## config.mk

```make
export PLATFORM = sky130hd
export DESIGN_NAME = bea_seq
export DESIGN_NICKNAME = d
export VERILOG_FILES = /design/src/rtl/bea_pkg.sv /design/src/rtl/bea_seq.sv
export SDC_FILE = /design/constraint.sdc
export NUM_CORES = 1
export LEC_CHECK = 0
export BUFFER_PORTS_ARGS = -buffer_cell sky130_fd_sc_hd__buf_2
export CAP_MARGIN = 10
export CELL_PAD_IN_SITES_DETAIL_PLACEMENT = 0
export CELL_PAD_IN_SITES_GLOBAL_PLACEMENT = 1
export CORE_MARGIN = 10
export CORE_UTILIZATION = 30
export DETAILED_ROUTE_END_ITERATION = 8
export PLACE_DENSITY = 0.59
export SYNTH_ARGS = -nofsm -noshare
export SYNTH_HDL_FRONTEND = slang
export SYNTH_SLANG_ARGS = --single-unit
```

## constraint.sdc

```tcl
create_clock -name clk_i -period 6.2 [get_ports clk_i]
set_clock_uncertainty 0.2 [all_clocks]
set_input_delay 0 -clock clk_i [delete_from_list [all_inputs] [get_ports clk_i]]
set_output_delay 0 -clock clk_i [all_outputs]
set_load 0.03 [all_outputs]
```

## src/rtl/bea_pkg.sv

```systemverilog
// ----------------------------------------------------------------------------
// bea_pkg
// Shared types and constants for the bitmap extent allocator.
// ----------------------------------------------------------------------------
package bea_pkg;

  localparam int unsigned POS_W   = 13;
  localparam int unsigned START_W = 12;
  localparam int unsigned OP_W    = 2;

  typedef enum logic [OP_W-1:0] {
    OP_ALLOC   = 2'd0,
    OP_FREE    = 2'd1,
    OP_RESERVE = 2'd2,
    OP_INIT    = 2'd3
  } op_e;

  typedef enum logic [1:0] {
    CMD_NONE  = 2'd0,
    CMD_ALLOC = 2'd1,
    CMD_FILL  = 2'd2,
    CMD_CLEAR = 2'd3
  } cmd_e;

  typedef struct packed {
    cmd_e             cmd;
    logic             fill_val;
    logic [POS_W-1:0] goal;
    logic [POS_W-1:0] minl;
    logic [POS_W-1:0] first;
    logic [POS_W-1:0] count;
    logic [POS_W-1:0] total;
    logic [POS_W-1:0] hint;
  } req_t;

  typedef struct packed {
    logic             idle;
    logic             done;
    logic             found;
    logic [POS_W-1:0] start;
    logic [POS_W-1:0] len;
  } res_t;

endpackage

```

## src/rtl/bea_seq.sv

```systemverilog
// ----------------------------------------------------------------------------
// bea_seq
// Bit-serial map sequencer: next-fit scan, range fill and clearing sweep.
// ----------------------------------------------------------------------------
module bea_seq
  import bea_pkg::*;
#(
  parameter int unsigned MAX_BLOCKS = 4096
) (
  input  logic                          clk_i,
  input  logic                          rst_ni,
  input  logic                          start_i,
  input  req_t                          req_i,
  input  logic                          ack_i,
  output res_t                          res_o,
  output logic                          ram_we_o,
  output logic [$clog2(MAX_BLOCKS)-1:0] ram_addr_o,
  output logic                          ram_wdata_o,
  input  logic                          ram_rdata_i
);

  localparam int unsigned AW = $clog2(MAX_BLOCKS);

  typedef enum logic [6:0] {
    S_IDLE  = 7'b0000001,
    S_CLEAR = 7'b0000010,
    S_FILL  = 7'b0000100,
    S_STEP  = 7'b0001000,
    S_EVAL  = 7'b0010000,
    S_PICK  = 7'b0100000,
    S_DONE  = 7'b1000000
  } seq_state_e;

  seq_state_e       state_q, state_d;
  req_t             req_q, req_d;
  logic [POS_W-1:0] pos_q, pos_d;
  logic [POS_W-1:0] run_start_q, run_start_d;
  logic [POS_W-1:0] run_len_q, run_len_d;
  logic [POS_W-1:0] best_start_q, best_start_d;
  logic [POS_W-1:0] best_len_q, best_len_d;
  logic             wrapped_q, wrapped_d;
  logic             in_run_q, in_run_d;
  logic [POS_W-1:0] fill_ptr_q, fill_ptr_d;
  logic [POS_W-1:0] fill_end_q, fill_end_d;
  logic             fill_val_q, fill_val_d;
  logic [AW-1:0]    clr_q, clr_d;
  logic             found_q, found_d;
  logic [POS_W-1:0] ext_start_q, ext_start_d;
  logic [POS_W-1:0] ext_len_q, ext_len_d;
  logic             end_run;
  logic             win;
  logic [POS_W-1:0] win_start;
  logic [POS_W-1:0] win_len;

  always_comb begin
    state_d      = state_q;
    req_d        = req_q;
    pos_d        = pos_q;
    run_start_d  = run_start_q;
    run_len_d    = run_len_q;
    best_start_d = best_start_q;
    best_len_d   = best_len_q;
    wrapped_d    = wrapped_q;
    in_run_d     = in_run_q;
    fill_ptr_d   = fill_ptr_q;
    fill_end_d   = fill_end_q;
    fill_val_d   = fill_val_q;
    clr_d        = clr_q;
    found_d      = found_q;
    ext_start_d  = ext_start_q;
    ext_len_d    = ext_len_q;
    ram_we_o     = 1'b0;
    ram_addr_o   = AW'(pos_q);
    ram_wdata_o  = 1'b0;
    end_run      = 1'b0;
    win          = 1'b0;
    win_start    = pos_q;
    win_len      = '0;

    unique case (state_q)
      S_IDLE: begin
        if (start_i) begin
          req_d        = req_i;
          found_d      = 1'b0;
          ext_start_d  = '0;
          ext_len_d    = '0;
          pos_d        = req_i.hint;
          wrapped_d    = 1'b0;
          in_run_d     = 1'b0;
          best_len_d   = '0;
          best_start_d = '0;
          run_len_d    = '0;
          unique case (req_i.cmd)
            CMD_ALLOC: state_d = S_STEP;
            CMD_CLEAR: begin
              clr_d   = '0;
              state_d = S_CLEAR;
            end
            CMD_FILL: begin
              fill_ptr_d = req_i.first;
              fill_end_d = req_i.first + req_i.count;
              fill_val_d = req_i.fill_val;
              state_d    = (req_i.count != '0) ? S_FILL : S_DONE;
            end
            default: state_d = S_DONE;
          endcase
        end
      end
      S_CLEAR: begin
        ram_we_o   = 1'b1;
        ram_addr_o = clr_q;
        clr_d      = clr_q + 1'b1;
        if (32'(clr_q) == MAX_BLOCKS - 1) begin
          state_d = S_DONE;
        end
      end
      S_FILL: begin
        ram_we_o    = 1'b1;
        ram_addr_o  = AW'(fill_ptr_q);
        ram_wdata_o = fill_val_q;
        fill_ptr_d  = fill_ptr_q + 1'b1;
        if (fill_ptr_d == fill_end_q) begin
          state_d = S_DONE;
        end
      end
      S_STEP: begin
        if (!in_run_q) begin
          if (pos_q >= req_q.total) begin
            if (wrapped_q) begin
              state_d = S_PICK;
            end else begin
              wrapped_d = 1'b1;
              pos_d     = '0;
            end
          end else begin
            state_d = S_EVAL;
          end
        end else if (pos_q < req_q.total && run_len_q < req_q.goal) begin
          state_d = S_EVAL;
        end else begin
          end_run = 1'b1;
        end
      end
      S_EVAL: begin
        if (!in_run_q) begin
          if (ram_rdata_i) begin
            pos_d   = pos_q + 1'b1;
            state_d = S_STEP;
          end else if (req_q.goal == '0) begin
            win = 1'b1;
          end else begin
            run_start_d = pos_q;
            run_len_d   = POS_W'(1);
            pos_d       = pos_q + 1'b1;
            in_run_d    = 1'b1;
            state_d     = S_STEP;
          end
        end else if (!ram_rdata_i) begin
          pos_d     = pos_q + 1'b1;
          run_len_d = run_len_q + 1'b1;
          state_d   = S_STEP;
        end else begin
          end_run = 1'b1;
        end
      end
      S_PICK: begin
        if (best_len_q != '0) begin
          win       = 1'b1;
          win_start = best_start_q;
          win_len   = best_len_q;
        end else begin
          state_d = S_DONE;
        end
      end
      S_DONE: begin
        if (ack_i) begin
          state_d = S_IDLE;
        end
      end
      default: state_d = S_IDLE;
    endcase

    if (end_run) begin
      in_run_d = 1'b0;
      if (run_len_q >= req_q.goal) begin
        win       = 1'b1;
        win_start = run_start_q;
        win_len   = req_q.goal;
      end else begin
        if (run_len_q > best_len_q && run_len_q >= req_q.minl) begin
          best_start_d = run_start_q;
          best_len_d   = run_len_q;
        end
        state_d = (wrapped_q && pos_q >= req_q.hint) ? S_PICK : S_STEP;
      end
    end

    if (win) begin
      found_d     = 1'b1;
      ext_start_d = win_start;
      ext_len_d   = win_len;
      fill_ptr_d  = win_start;
      fill_end_d  = win_start + win_len;
      fill_val_d  = 1'b1;
      state_d     = (win_len != '0) ? S_FILL : S_DONE;
    end
  end

  always_ff @(posedge clk_i or negedge rst_ni) begin
    if (!rst_ni) begin
      state_q <= S_CLEAR;
      clr_q   <= '0;
      found_q <= 1'b0;
    end else begin
      state_q <= state_d;
      clr_q   <= clr_d;
      found_q <= found_d;
    end
  end

  always_ff @(posedge clk_i) begin
    req_q        <= req_d;
    pos_q        <= pos_d;
    run_start_q  <= run_start_d;
    run_len_q    <= run_len_d;
    best_start_q <= best_start_d;
    best_len_q   <= best_len_d;
    wrapped_q    <= wrapped_d;
    in_run_q     <= in_run_d;
    fill_ptr_q   <= fill_ptr_d;
    fill_end_q   <= fill_end_d;
    fill_val_q   <= fill_val_d;
    ext_start_q  <= ext_start_d;
    ext_len_q    <= ext_len_d;
  end

  assign res_o.idle  = (state_q == S_IDLE);
  assign res_o.done  = (state_q == S_DONE);
  assign res_o.found = found_q;
  assign res_o.start = ext_start_q;
  assign res_o.len   = ext_len_q;

  a_fill_bound: assert property (@(posedge clk_i) disable iff (!rst_ni)
    state_q == S_FILL |-> fill_ptr_q < fill_end_q)
    else $error("fill pointer past range end");

  a_eval_in_map: assert property (@(posedge clk_i) disable iff (!rst_ni)
    state_q == S_EVAL |-> pos_q < req_q.total)
    else $error("scan read beyond map end");

  a_extent_in_map: assert property (@(posedge clk_i) disable iff (!rst_ni)
    (state_q == S_DONE && found_q && req_q.cmd == CMD_ALLOC)
      |-> (14'(ext_start_q) + 14'(ext_len_q)) <= 14'(req_q.total))
    else $error("extent exceeds map");

endmodule

```

* After elaboration in Yosys (flattened, before gate mapping) *
Index checks and enable logic that the tools add are counted.
Widths: inputs -> output; s select.

operators by class
  add/sub/neg operators = 6
  multipliers = 0
  div/mod/pow operators = 0
  order comparisons = 7
  eq/ne operators = 23
  shifts and indexed selects = 0
  muxes and demuxes = 93
  bitwise operators = 3
  reduce and logical (&&, ||, !) cells = 27

operator list
  operator               count
  $mux 13                41
  $mux 7                 18
  $ge 13x13->1           4
  $pmux 13 s2            2
  $pmux 7 s7             1
  $pmux 12 s2            2
  $add 13x1->13 const B  3
  $pmux 13 s3            1
  $reduce_bool 13->1     3
  $add 13x13->13         2
  $lt 13x13->1           2
  $mux 12                2
  $pmux 7 s3             1
  $mux 1                 20
  $eq 13x13->1           1
  $gt 13x13->1           1
  $logic_not 13->1       1
  $add 12x1->12 const B  1
  $eq 12x12->1 const B   1
  $reduce_and 3->1       4
  $reduce_and 4->1       3
  $reduce_bool 2->1      6
  $ne 2x2->1 const B     5
  $pmux 1 s2             4
  21 further kinds       30

word-level totals
  flip-flop bits (word level) = 192
  bits in latches = 0
  memory bits (writable) = 0
  ROM bits = 0
  bits of input ports = 86
  output and inout port bits = 43
  word-level logic and storage cells = 178
  memories kept = 0

* Longest topological paths before layout *
Gate-level depths: netlist (run 1).

  word-level depth = 9
  depth in mapped cells = 23
  depth with buffers taken out = 22

* Worst setup path after synthesis (run 1) *
No wires, ideal clock.

  path kind = register to register
  start point = register pos_q[4]
  end point = register fill_end_q[11] (data pin)
  library setup time = 0.269 ns
  arrival time = 4.823 ns
  required time = 5.731 ns
  path slack = 0.907 ns
  cell stages (with the launch flop) = 22
  path buffers = 3
  clock period less this slack = 5.293 ns
  cell sequence = edfxtp_1 -> ha_1 -> a21oi_1 -> o221ai_1 -> a221oi_1 -> nand3_1 -> o211ai_1 -> clkbuf_1 -> clkbuf_1 -> clkbuf_1 -> o21ai_0 -> ha_1 -> a211oi_1 -> o21bai_1 -> a21oi_1 -> a21oi_1 -> o21ba_2 -> mux2i_1 -> a221oi_1 -> o2111ai_1 -> xnor2_1 -> mux2i_1

on the way
  word-level cells in the longest chain between the ends = 8
  elaborated cells between the ends (all ways) = 13
  those cells by class = add/sub (1); order compare (1); mux (10); reduce/logical (1)

ends and longest elaborated chain
  element                   RTL line        text
  start: declaration        bea_seq.sv:36   logic [POS_W-1:0] pos_q, pos_d;
  start signal: assignment  bea_seq.sv:223  pos_q <= pos_d;
  $lt 13x13->1              bea_seq.sv:138  end else if (pos_q < req_q.total && run_len_q < req_q.goal) begin
  $logic_and 1x1->1         bea_seq.sv:138
  $mux 1                    bea_seq.sv:138
  $mux 1                    bea_seq.sv:127  if (!in_run_q) begin
  $pmux 1 s2                bea_seq.sv:80   unique case (state_q)
  $mux 13                   bea_seq.sv:183  if (end_run) begin
  net win_len[1]            bea_seq.sv:53   logic [POS_W-1:0] win_len;
  $add 13x13->13            bea_seq.sv:203  fill_end_d = win_start + win_len;
  $mux 13                   bea_seq.sv:198  if (win) begin
  net fill_end_d[11]        bea_seq.sv:44   logic [POS_W-1:0] fill_end_q, fill_end_d;
  end signal: assignment    bea_seq.sv:231  fill_end_q <= fill_end_d;
  end: declaration          bea_seq.sv:44

The timed path passes the listed nets, and every way through them passes these cells.
A chain may end at the register's enable or synchronous reset.

* Worst setup path in the final report (run 1) *
  start point = register pos_q[0]
  end point = register fill_end_q[11] (data pin)

The elaborated chain is that of the path after synthesis.

==> key figures, run 1 <==
Synth
  • Number of library cell types mapped by synthesis: 68
  • Sequential element share of the synthesized area: 45.95%
  • Yosys top cell by area: edfxtp_1
  • Synth Register Bits: approximately 190
  • Net Count, Synth: 1386
  • Post-synth top area share: 36.89%
  • Synthesis Warnings: 0
  • Syn avg cell area: 9.712 sq um
  • Main synth FF type: edfxtp_1
  • EDFF count, synth: approximately 140
  • Asr flop ratio synth: 10.42%
  • Post-Syn Instances: 1207
  • Synth area leaders: edfxtp_1 37%, ha_1 9.7%, dfxtp_1 4.8%
  • Syn Std Cell Area: 11720 sq um

Placement
  • Port bufs: 128
  • HPWL after DPL: 29230 um
  • Post-place instance area: 13110 sq um
  • Final Wtd Congestion: 0.8492

Worst hold path
  • Hold path depth: 5
  • Hold EP: fill_end_q[12]
  • Worst Hold Class: input port to flop
  • Min-delay src: req_i[38]

Clock tree
  • CTS sink cnt: 192
  • H-tree depth: 4
  • Worst skew pair latency: 0.46 ns
  • Clock root cell: clkbuf_16
  • CTS tree: built
  • Clk slew on worst S/H paths: around 0.070 ns
  • Post CTS Setup Buffer Count: 0
  • Clk buf depth: 2
  • CTS buffer count: 17

STA
  • Final setup vio count: 0
  • Slew Limit Fails: 0
  • Final Hold Fails: 0
  • Worst-Margin Slew: about 0.99 ns
  • Slew HR: 33.48%
  • Final min period: 5.497 ns
  • Fmax: 181.9 MHz
  • Setup tns final: 0 ns
  • Final period util: 88.66%
  • Unrepaired setup endpoints after global routing: no

Setup path
  • Critical Path Source Type: flop
  • Crit path capture type: flop
  • Origin of the critical flop-to-flop path: pos_q[0]
  • Crit-path max cell delay: 0.50 ns
  • Worst-path cell chain: inv_1 > ha_1 > o221ai_1 > a221oi_1 > nand3_1 > o211ai_1 > buf_4 > o21ai_0 > ha_1 > a211oi_1 > o21bai_1 > a21oi_1 > a21oi_1 > o21ba_2 > mux2i_1 > a221oi_1 > o2111ai_1 > xnor2_1 > mux2i_1
  • Reg2Reg Depth: 19
  • R2r endpoint: fill_end_q[11]
  • Flop-to-flop setup slack: 0.70 ns
  • Crit path buffers/inverters: 2
  • WP data arrival: between 5 and 6 ns
  • Worst path slowest cell: a221oi_1
  • Worst Setup Path Type: flop to flop
  • Worst endpoint required time: 6.19 ns
  • CP Launch Point: pos_q[0]
  • Crit Path Max Fanout: 27
  • Critical path's top delay family: compound AO/OA/AOI/OAI gates

Detailed routing
  • Routed wire length: 38290 um
  • Vias: roughly 9600
  • Vias per cell: just under 5
  • First DRT Iteration DRCs: 682
  • Average wire per standard cell: 19.55 um
  • DRC: 0
  • Final ANT Viol Nets: 0
  • First-pass detailed-route iteration total: 5

Power and ir drop
  • P_sw: approximately 2.2 mW
  • Clock Power Share: 21.6%
  • Pleak: 6.114 nW
  • VDD IR max: 0.2331 mV
  • Pint: about 3.2 mW
  • Comb pwr share: 41.5%
  • Switching share of total power: 40.81%
  • Seq pwr share: 36.9%
  • P per Cell Area: 365.7 nW/um^2

Floorplan
  • Chip Height: 217.7 um
  • Row count: 72
  • Die outline width: 217.7 um
  • Ports: 129
  • Initial Utilization: between 30% and 40%
  • Total die area: 47380 sq um
  • Core ar.: 38650 sq um

GRT
  • Initial antenna violation count: 1
  • Largest net degree at the start of global routing: 65
  • Gr ovfl total: 0
  • First-pass GRT wire length: approximately 60000 um
  • Gr usage total: 16.29%
  • Number of global-route vias before repair: about 10000

Finish
  • Share of layout cells above drive strength 1: 15.43%
  • Area grow syn2layout: 24.15%
  • Most frequent cells in the layout: 147 x nand2_1, 144 x edfxtp_1, 128 x buf_2
  • Commonest non-fill, non-tap cell in the layout: nand2_1
  • Final net count: between 1500 and 2000
  • Post-Layout Inst Area: about 15000 sq um

Job
  • Max Cap Viol: 0

Run status
  • Status: finished, final reports clean
power by group through the flow:
stage	combinational, mW	sequential (mW)	clock, mW
after floorplan	1.29	2.05	0
after global placement	2.18	1.99	0
after detailed placement	2.19	2.00	0
after CTS	2.25	1.97	1.18
after global routing	2.48	2.00	1.23
final	2.21	1.97	1.15
what timing repair did:
action                                  in CTS  in global routing
endpoints found under the setup margin       0                  0
endpoints found under the hold margin      151                  0
hold buffers                                85                  0
gates resized for setup                      0                  0
cell families after synthesis:
family	Yosys count	share of synthesized area, %
XOR/XNOR	73	5.454
AND/OR/NAND/NOR	404	16.58
buffers and inverters	151	4.984
flip-flops	192	45.95
adder cells (fa/ha/maj)	94	10.14
multiplexers	37	3.277
AO/OA/AOI/OAI	256	13.62
how the worst max path moves through the flow:
| stage | end | slack [ns] | cells after the start |
|---|---|---|---|
| after floorplan | fill_end_q[11] | 0.91 | 21 |
| after global placement | fill_end_q[11] | 0.67 | 19 |
| after detailed placement | fill_end_q[11] | 0.59 | 19 |
| after CTS | fill_end_q[11] | 0.58 | 19 |
| after global routing | fill_end_q[11] | 0.05 | 20 |
| final | fill_end_q[11] | 0.70 | 19 |
through the flow:
step / worst slack (ns) / hold WS, ns / power, mW / utilization (%) / cells
after CTS: 0.5754 / 0.007711 / 5.395 / 37.65 / 1957
after floorplan: 0.9071 / -0.4956 / 3.343 / - / 1207
after global placement: 0.6727 / -0.1942 / 4.163 / 33.91 / 1840
after global routing: 0.04794 / 0.04220 / 5.709 / 37.66 / 1958
final: 0.7033 / 0.01288 / 5.323 / 37.66 / 1958
after detailed placement: 0.5933 / -0.1912 / 4.181 / 33.91 / 1840
layout make-up:
type | instances | area [sq um]
diodes | 1 | 2.502
clock buffers | 23 | 500.5
clock inverters | 9 | 95.09
fillers | 3915 | 24090
inverters | 104 | 390.4
multi-input cells | 864 | 5784
flip-flops and latches | 192 | 5386
well taps | 518 | 648.1
repair buffers | 247 | 1747
cells in the mapped netlist (all sizes together), types with 8 or more instances:
library cell	instances
nor2	77
xnor2	38
dfrtp	19
o21a	16
dfxtp	28
nand2	147
inv	104
mux2	11
xor2	35
mux2i	26
a21oi	67
nand3	61
ha	91
edfxtp	144
clkbuf	42
o21ai	77
nand4	15
a21o	17
nor3	17
nor4	12
o211ai	10
nor2b	8
a211oi	8
nand2b	9
and2	12
a22oi	12
and3	27
worst min-delay path, cell delays in order:
cell and delay [ns]:
buf_2 0.10, xor2_1 0.09, a21oi_1 0.13, nor3b_1 0.08, o211ai_1 0.15
registers in the layout (all words and copies together), names as in the netlist:
name,cells
best_len_q,13
best_start_q,13
clr_q,12
ext_len_q,13
ext_start_q,13
fill_end_q,13
fill_ptr_q,13
fill_val_q,1
found_q,1
in_run_q,1
pos_q,13
req_q,52
run_len_q,13
run_start_q,13
state_q,7
wrapped_q,1
layer usage:
metal / share of wire (%) / up-vias / global-route usage [%]
met5: 0 / - / 0
met3: 3.7 / 24 / 2.913
met4: 1.1 / 0 / 3.612
met2: 48 / 172 / 27.32
li1: - / 4760 / -
met1: 47 / 4606 / 21.37
Power figures use the tool's default switching activity.
==> inputs of run 2 (changes only) <==
--- a/config.mk
+++ b/config.mk
@@ -12,7 +12,7 @@
 export CORE_MARGIN = 10
 export CORE_UTILIZATION = 30
 export DETAILED_ROUTE_END_ITERATION = 8
-export PLACE_DENSITY = 0.59
+export PLACE_DENSITY = 0.61
 export SYNTH_ARGS = -nofsm -noshare
 export SYNTH_HDL_FRONTEND = slang
 export SYNTH_SLANG_ARGS = --single-unit
==> constraint.sdc (replaced) <==
create_clock -name clk_i -period 4.75 [get_ports clk_i]
set_clock_uncertainty 0.2 [all_clocks]
set_input_delay 0 -clock clk_i [delete_from_list [all_inputs] [get_ports clk_i]]
set_output_delay 0 -clock clk_i [all_outputs]
set_load 0.03 [all_outputs]
==> run 2 against run 1 <==
Critical path depth up 3. Final cell count up 3.3%. Global-route usage down 0.24 points. Core utilization up 2.1 points. Largest cell class unchanged. Sequential power up 28%.
==> key figures, run 2 (synthesis results as in run 1) <==
Detailed routing
  • Top Layer Used: met4
  • Vias per cell: 4.877 (-0.14%)
  • First-pass detailed-route iteration total: 5 (unchanged)
  • Average wire per standard cell: 19.02 um (-2.7%)
  • First DRT Iteration DRCs: 520 (-24%)
  • Final ANT Viol Nets: 0 (unchanged)
  • DR WL met2: 18540 um (+0.83%)
  • Routed wire length: 38460 um (+0.45%)
  • DRT met1 WL: 17660 um (-2.3%)
  • Vias: 9861 (+3.1%)
  • DRC: 0 (unchanged)
  • DR WL met3: 1588 um (+13%)

GRT
  • Gr ovfl total: 0 (unchanged)
  • Number of global-route vias before repair: 10132 (+1.3%)
  • Largest net degree at the start of global routing: 65 (unchanged)
  • Initial antenna violation count: 0 (-1)
  • First-pass GRT wire length: 58950 um (-1.3%)
  • Gr usage total: 16.04% (-0.24 points)

Floorplan
  • Initial Utilization: 30.33% (unchanged)
  • Row count: 72 (unchanged)
  • Total die area: 47380 sq um (unchanged)
  • Ports: 129 (unchanged)
  • Die outline width: 217.7 um (unchanged)
  • Chip Height: 217.7 um (unchanged)
  • Core ar.: 38650 sq um (unchanged)

STA
  • Final Hold Fails: 0 (unchanged)
  • Worst-Margin Slew: 0.9878 ns (-0.002488 ns)
  • Setup tns final: 0 ns (unchanged)
  • Fmax: 219.8 MHz (+21%)
  • Setup WS post-layout: 0.1997 ns (-0.5036 ns)
  • Final setup vio count: 0 (unchanged)
  • Final min period: 4.550 ns (-0.9464 ns)
  • Final period util: 95.80% (+7.1 points)
  • Slew HR: 33.93% (+0.44 points)
  • Unrepaired setup endpoints after global routing: yes
  • Slew Limit Fails: 0 (unchanged)
  • Final hold slack: 0.01672 ns (+0.003842 ns)

Run status
  • Status: finished, final reports clean

Setup path
  • Critical Path Source Type: flop
  • WP data arrival: 4.64 ns (-0.85 ns)
  • Crit Path Max Fanout: 5 (-81%)
  • Worst Setup Path Type: flop to flop
  • Worst endpoint required time: 4.84 ns (-1.35 ns)
  • Crit path capture type: flop

Power and ir drop
  • Pleak: 6.464 nW (+5.7%)
  • P per Cell Area: 482.4 nW/um^2 (+32%)
  • VDD IR max: 0.2969 mV (+27%)
  • Total Power: 7.408 mW (+39%)

Finish
  • Final net count: 1670 (+4.0%)
  • Max FFs per register: 52 (unchanged)
  • Post-Layout Inst Area: 15360 sq um (+5.5%)
  • Most frequent cells in the layout: 144 x edfxtp_1, 139 x nand2_1, 129 x buf_2
  • Most flop-heavy register: req_q
  • Share of layout cells above drive strength 1: 22.67% (+7.2 points)
  • Diode count: 0 (-1)
  • Commonest non-fill, non-tap cell in the layout: edfxtp_1
  • Area grow syn2layout: 31.01%
  • Non-filler cells, final: 2022 (+3.3%)
  • Util after Layout: 39.74% (+2.1 points)

Placement
  • Placement-stage worst setup slack: 0.06072 ns (-0.5326 ns)
  • Final Wtd Congestion: 0.8585 (+1.1%)
  • Inst Count DP: 1888 (+2.6%)
  • Post-place instance area: 13520 sq um (+3.2%)
  • Port bufs: 128 (unchanged)
  • HPWL after DPL: 29380 um (+0.53%)

Clock tree
  • Clock root cell: clkbuf_16
  • CTS sink cnt: 192 (unchanged)
  • CTS buffer count: 17 (unchanged)
  • Clk slew on worst S/H paths: 0.07 ns (about the same)
  • Worst skew pair latency: 0.46 ns (about the same)
  • Clk buf depth: 2 (unchanged)
  • H-tree depth: 4 (unchanged)
  • CTS tree: built

Job
  • Max Cap Viol: 0 (unchanged)

Worst hold path
  • Worst Hold Class: input port to flop
==> run 2: critical path, stage by stage, from the launching register on <==
cell and delay (ns):
edfxtp_1 0.46, ha_4 0.31, nand2_4 0.05, nor4_4 0.26, buf_4 0.18, o21ai_4 0.06, and3_4 0.18, a211oi_4 0.35
nand2_1 0.11, o21ai_2 0.10, ha_2 0.21, inv_2 0.04, fa_2 0.41, nor2b_2 0.12, o21ai_1 0.07, nand2b_1 0.14
a21oi_4 0.09, nand2_1 0.07, mux2i_1 0.08, o211ai_1 0.24, nand2_1 0.10, or4b_1 0.46, o211ai_1 0.09
==> run 2: area by class of cell <==
| class | count | area (sq um) |
|---|---|---|
| Timing Repair Buffer | 312 | 2251 |
| Clock inverter | 14 | 146.4 |
| Sequential cell | 192 | 5386 |
| Multi-Input combinational cell | 864 | 6096 |
| Inverter | 104 | 390.4 |
| Tap cell | 518 | 648.1 |
| Fill cell | 3852 | 23290 |
| Clock buffer | 18 | 439.2 |
==> run 2: path summary, 6_finish.rpt <==
| kind | endpoint | startpoint | depth (start not counted) | slack [ns] |
|---|---|---|---|---|
| worst max-delay path | fill_end_q[12] | run_len_q[5] | 22 | 0.20 |
| worst min-delay path | fill_end_q[12] | req_i[38] | 5 | 0.02 |
| worst max register to register | fill_end_q[12] | run_len_q[5] | 22 | 0.20 |
| worst min register to register | best_start_q[12] | best_start_q[12] | 2 | 0.26 |
| max in group asynchronous | clr_q[10] | rst_ni | 4 | 2.59 |
| min in group asynchronous | state_q[1] | rst_ni | 3 | 0.37 |
==> run 2: layer usage <==
layer	track usage, %	up-vias
li1	-	4881
met1	20.64	4732
met2	26.89	214
met3	3.107	34
met4	4.358	0
met5	0	-
==> run 2: repair_timing <==
item	4_1_cts	5_1_grt
hold buffers	86	0
resized for setup	0	63
setup buffers	0	15
endpoints found under the hold margin	151	0
endpoints found under the setup margin	0	6
==> run 2: power breakdown <==
part,internal (mW),leakage [nW],switching (mW)
logic,1.31,4.34,2.10
clock network,0.756,0.279,0.724
registers,2.29,1.84,0.226
total,4.36,6.46,3.05
==> inputs of run 3 (changes only) <==
--- a/config.mk
+++ b/config.mk
@@ -11,6 +11,7 @@
 export CELL_PAD_IN_SITES_GLOBAL_PLACEMENT = 1
 export CORE_MARGIN = 10
 export CORE_UTILIZATION = 30
+export CTS_BUF_LIST = sky130_fd_sc_hd__clkbuf_8
 export DETAILED_ROUTE_END_ITERATION = 8
 export PLACE_DENSITY = 0.61
 export SYNTH_ARGS = -nofsm -noshare
==> run 3 against run 2 <==
Sequential cell count is the same. Routed wire length increased by 0.81%. Register-to-register slack lost 0.03 ns. Via count rose by 1.4%. Design area is 1.5% higher. Core utilization up 0.61 points. First-iteration DRC count increased by 6.0%. Critical path depth unchanged. Critical path type unchanged. Largest cell class unchanged. Largest power group unchanged.
==> key figures, run 3 (synthesis results as in run 1) <==
Floorplan
  • Total die area: 47380 sq um (unchanged)
  • Die outline width: 217.7 um (unchanged)
  • Initial Utilization: 30.33% (unchanged)
  • Ports: 129 (unchanged)
  • Core ar.: 38650 sq um (unchanged)
  • Row count: 72 (unchanged)
  • Chip Height: 217.7 um (unchanged)

Setup path
  • WP data arrival: 4.70 ns (+0.06 ns)
  • Crit path capture type: flop
  • Origin of the critical flop-to-flop path: run_len_q[5]
  • R2r endpoint: fill_end_q[12]
  • Worst endpoint required time: 4.87 ns (+0.03 ns)
  • Crit Path Max Fanout: 5 (unchanged)
  • Worst Setup Path Type: flop to flop
  • Reg2Reg Depth: 22 (unchanged)
  • Flop-to-flop setup slack: 0.17 ns (-0.03 ns)
  • Critical Path Source Type: flop

Power and ir drop
  • P per Cell Area: 455.7 nW/um^2 (-5.5%)
  • Pint: 4.080 mW (-6.4%)
  • VDD IR max: 0.2119 mV (-29%)
  • P_sw: 3.025 mW (-0.82%)
  • Total Power: 7.105 mW (-4.1%)
  • Seq pwr share: 35.4% (+1.4 points)
  • Pleak: 6.546 nW (+1.3%)
  • Comb pwr share: 48.6% (+2.5 points)
  • Clock Power Share: 15.9% (-4.1 points)
  • Switching share of total power: 42.58% (+1.4 points)

Clock tree
  • CTS tree: built
  • CTS buffer count: 17 (unchanged)
  • Clk slew on worst S/H paths: 0.11 ns (+0.04 ns)
  • H-tree depth: 4 (unchanged)
  • Clk buf depth: 2 (unchanged)
  • Clock root cell: clkbuf_8
  • CTS sink cnt: 192 (unchanged)
  • Worst skew pair latency: 0.50 ns (+0.04 ns)

Detailed routing
  • DRC: 0 (unchanged)
  • DR WL met2: 18870 um (+1.8%)
  • DR WL met3: 1553 um (-2.2%)
  • Average wire per standard cell: 18.81 um (-1.1%)
  • DRT met1 WL: 17720 um (+0.32%)
  • Vias: 10002 (+1.4%)
  • Top Layer Used: met4
  • Final ANT Viol Nets: 0 (unchanged)
  • Vias per cell: 4.853 (-0.49%)
  • First-pass detailed-route iteration total: 5 (unchanged)
  • Routed wire length: 38770 um (+0.81%)
  • First DRT Iteration DRCs: 551 (+6.0%)

STA
  • Worst-Margin Slew: 0.9826 ns (-0.005242 ns)
  • Final Hold Fails: 0 (unchanged)
  • Slew HR: 34.28% (+0.35 points)
  • Final setup vio count: 0 (unchanged)
  • Slew Limit Fails: 0 (unchanged)
  • Final min period: 4.577 ns (+0.02634 ns)
  • Fmax: 218.5 MHz (-0.58%)
  • Setup WS post-layout: 0.1734 ns (-0.02634 ns)
  • Setup tns final: 0 ns (unchanged)
  • Unrepaired setup endpoints after global routing: yes
  • Final period util: 96.35% (+0.55 points)

Finish
  • Final net count: 1709 (+2.3%)
  • Most flop-heavy register: req_q
  • Share of layout cells above drive strength 1: 22.36% (-0.31 points)
  • Commonest non-fill, non-tap cell in the layout: edfxtp_1
  • Most frequent cells in the layout: 144 x edfxtp_1, 141 x nand2_1, 129 x buf_2
  • Max FFs per register: 52 (unchanged)
  • Area grow syn2layout: 33.00%
  • Diode count: 0 (unchanged)

GRT
  • First-pass GRT wire length: 59570 um (+1.1%)
  • Largest net degree at the start of global routing: 65 (unchanged)
  • Number of global-route vias before repair: 10257 (+1.2%)
  • Gr usage total: 16.16% (+0.11 points)
  • Initial antenna violation count: 0 (unchanged)
  • Gr ovfl total: 0 (unchanged)

Placement
  • HPWL after DPL: 29380 um (unchanged)
  • Final Wtd Congestion: 0.8585 (unchanged)
  • Port bufs: 128 (unchanged)
  • Placement-stage worst setup slack: 0.06072 ns (unchanged)

Worst hold path
  • Hold EP: req_q[17]
  • Hold path depth: 2 (-3)
  • Min-delay src: req_i[17]
  • Worst Hold Class: input port to flop

Run status
  • Status: finished, final reports clean

Job
  • Max Cap Viol: 0 (unchanged)
## run 3: changes by cell type in the layout (fill, tap and decap cells not counted), moves of 2 or more
cell and change:
o21ai_0 -2, nand2_2 -2, dlygate4sd3_1 +38, clkbuf_8 +17
clkbuf_16 -17, ha_1 -3, ha_4 +2, nand2_1 +2
a21oi_2 -2
## run 3: cell type report
cell class	instances	area, sq um
Clock buffer	18	247.7
Clock inverter	14	146.4
Timing Repair Buffer	351	2639
Tap cell	518	648.1
Inverter	104	390.4
Fill cell	3829	23060
Multi-Input combinational cell	864	6133
Sequential cell	192	5386
## run 3: power groups by stage
stage          combinational, mW  clock, mW  sequential (mW)
2_1_floorplan               1.72          0             2.68
3_3_place_gp                3.07          0             2.53
3_5_place_dp                3.09          0             2.54
4_1_cts                     3.20       1.16             2.50
5_1_grt                     3.82       1.22             2.56
6_report                    3.46       1.13             2.52
## run 3: critical path: stages (launching register included)
cell      delay, ns
edfxtp_1       0.47
ha_4           0.31
nand2_4        0.05
nor4_4         0.26
buf_4          0.18
o21ai_4        0.06
and3_4         0.18
a211oi_4       0.35
nand2_1        0.11
o21ai_2        0.10
ha_2           0.21
inv_2          0.04
fa_2           0.41
nor2b_2        0.11
o21ai_1        0.07
nand2b_1       0.14
a21oi_4        0.09
nand2_1        0.07
mux2i_1        0.08
o211ai_1       0.24
nand2_1        0.10
or4b_1         0.46
o211ai_1       0.09
## run 3: repair_timing
item,4_1_cts,5_1_grt
buffers inserted,0,16
gates resized for setup,0,69
hold endpoints to repair,157,1
setup endpoints to repair,0,6
hold buffers,123,1
## run 3: how the worst max path moves through the flow
stage	startpoint	slack (ns)	to
finish	run_len_q[5]	0.17	fill_end_q[12]
CTS	req_q[77]	0.01	fill_end_q[12]
floorplan	pos_q[2]	-0.003	fill_end_q[11]
global placement	req_q[77]	0.16	fill_end_q[12]
global route	run_len_q[10]	-0.11	fill_end_q[12]
detailed placement	req_q[71]	0.06	fill_end_q[12]
## run 3: layer usage
layer,track usage (%),up-vias
li1,-,4967
met1,20.80,4816
met2,27.40,195
met3,2.940,24
met4,3.985,0
met5,0,-
## run 3: metrics by stage
stage / area (sq um) / hold slack, ns / util [%] / instances
after global routing: 15590 / 0.007311 / 40.34 / 2061
final: 15590 / 0.03321 / 40.34 / 2061
after detailed placement: 13520 / -0.1973 / 34.99 / 1888
after floorplan: 11810 / -0.4956 / - / 1207
after CTS: 15150 / 0.0006051 / 39.20 / 2043
after global placement: 13520 / -0.2035 / 34.99 / 1888
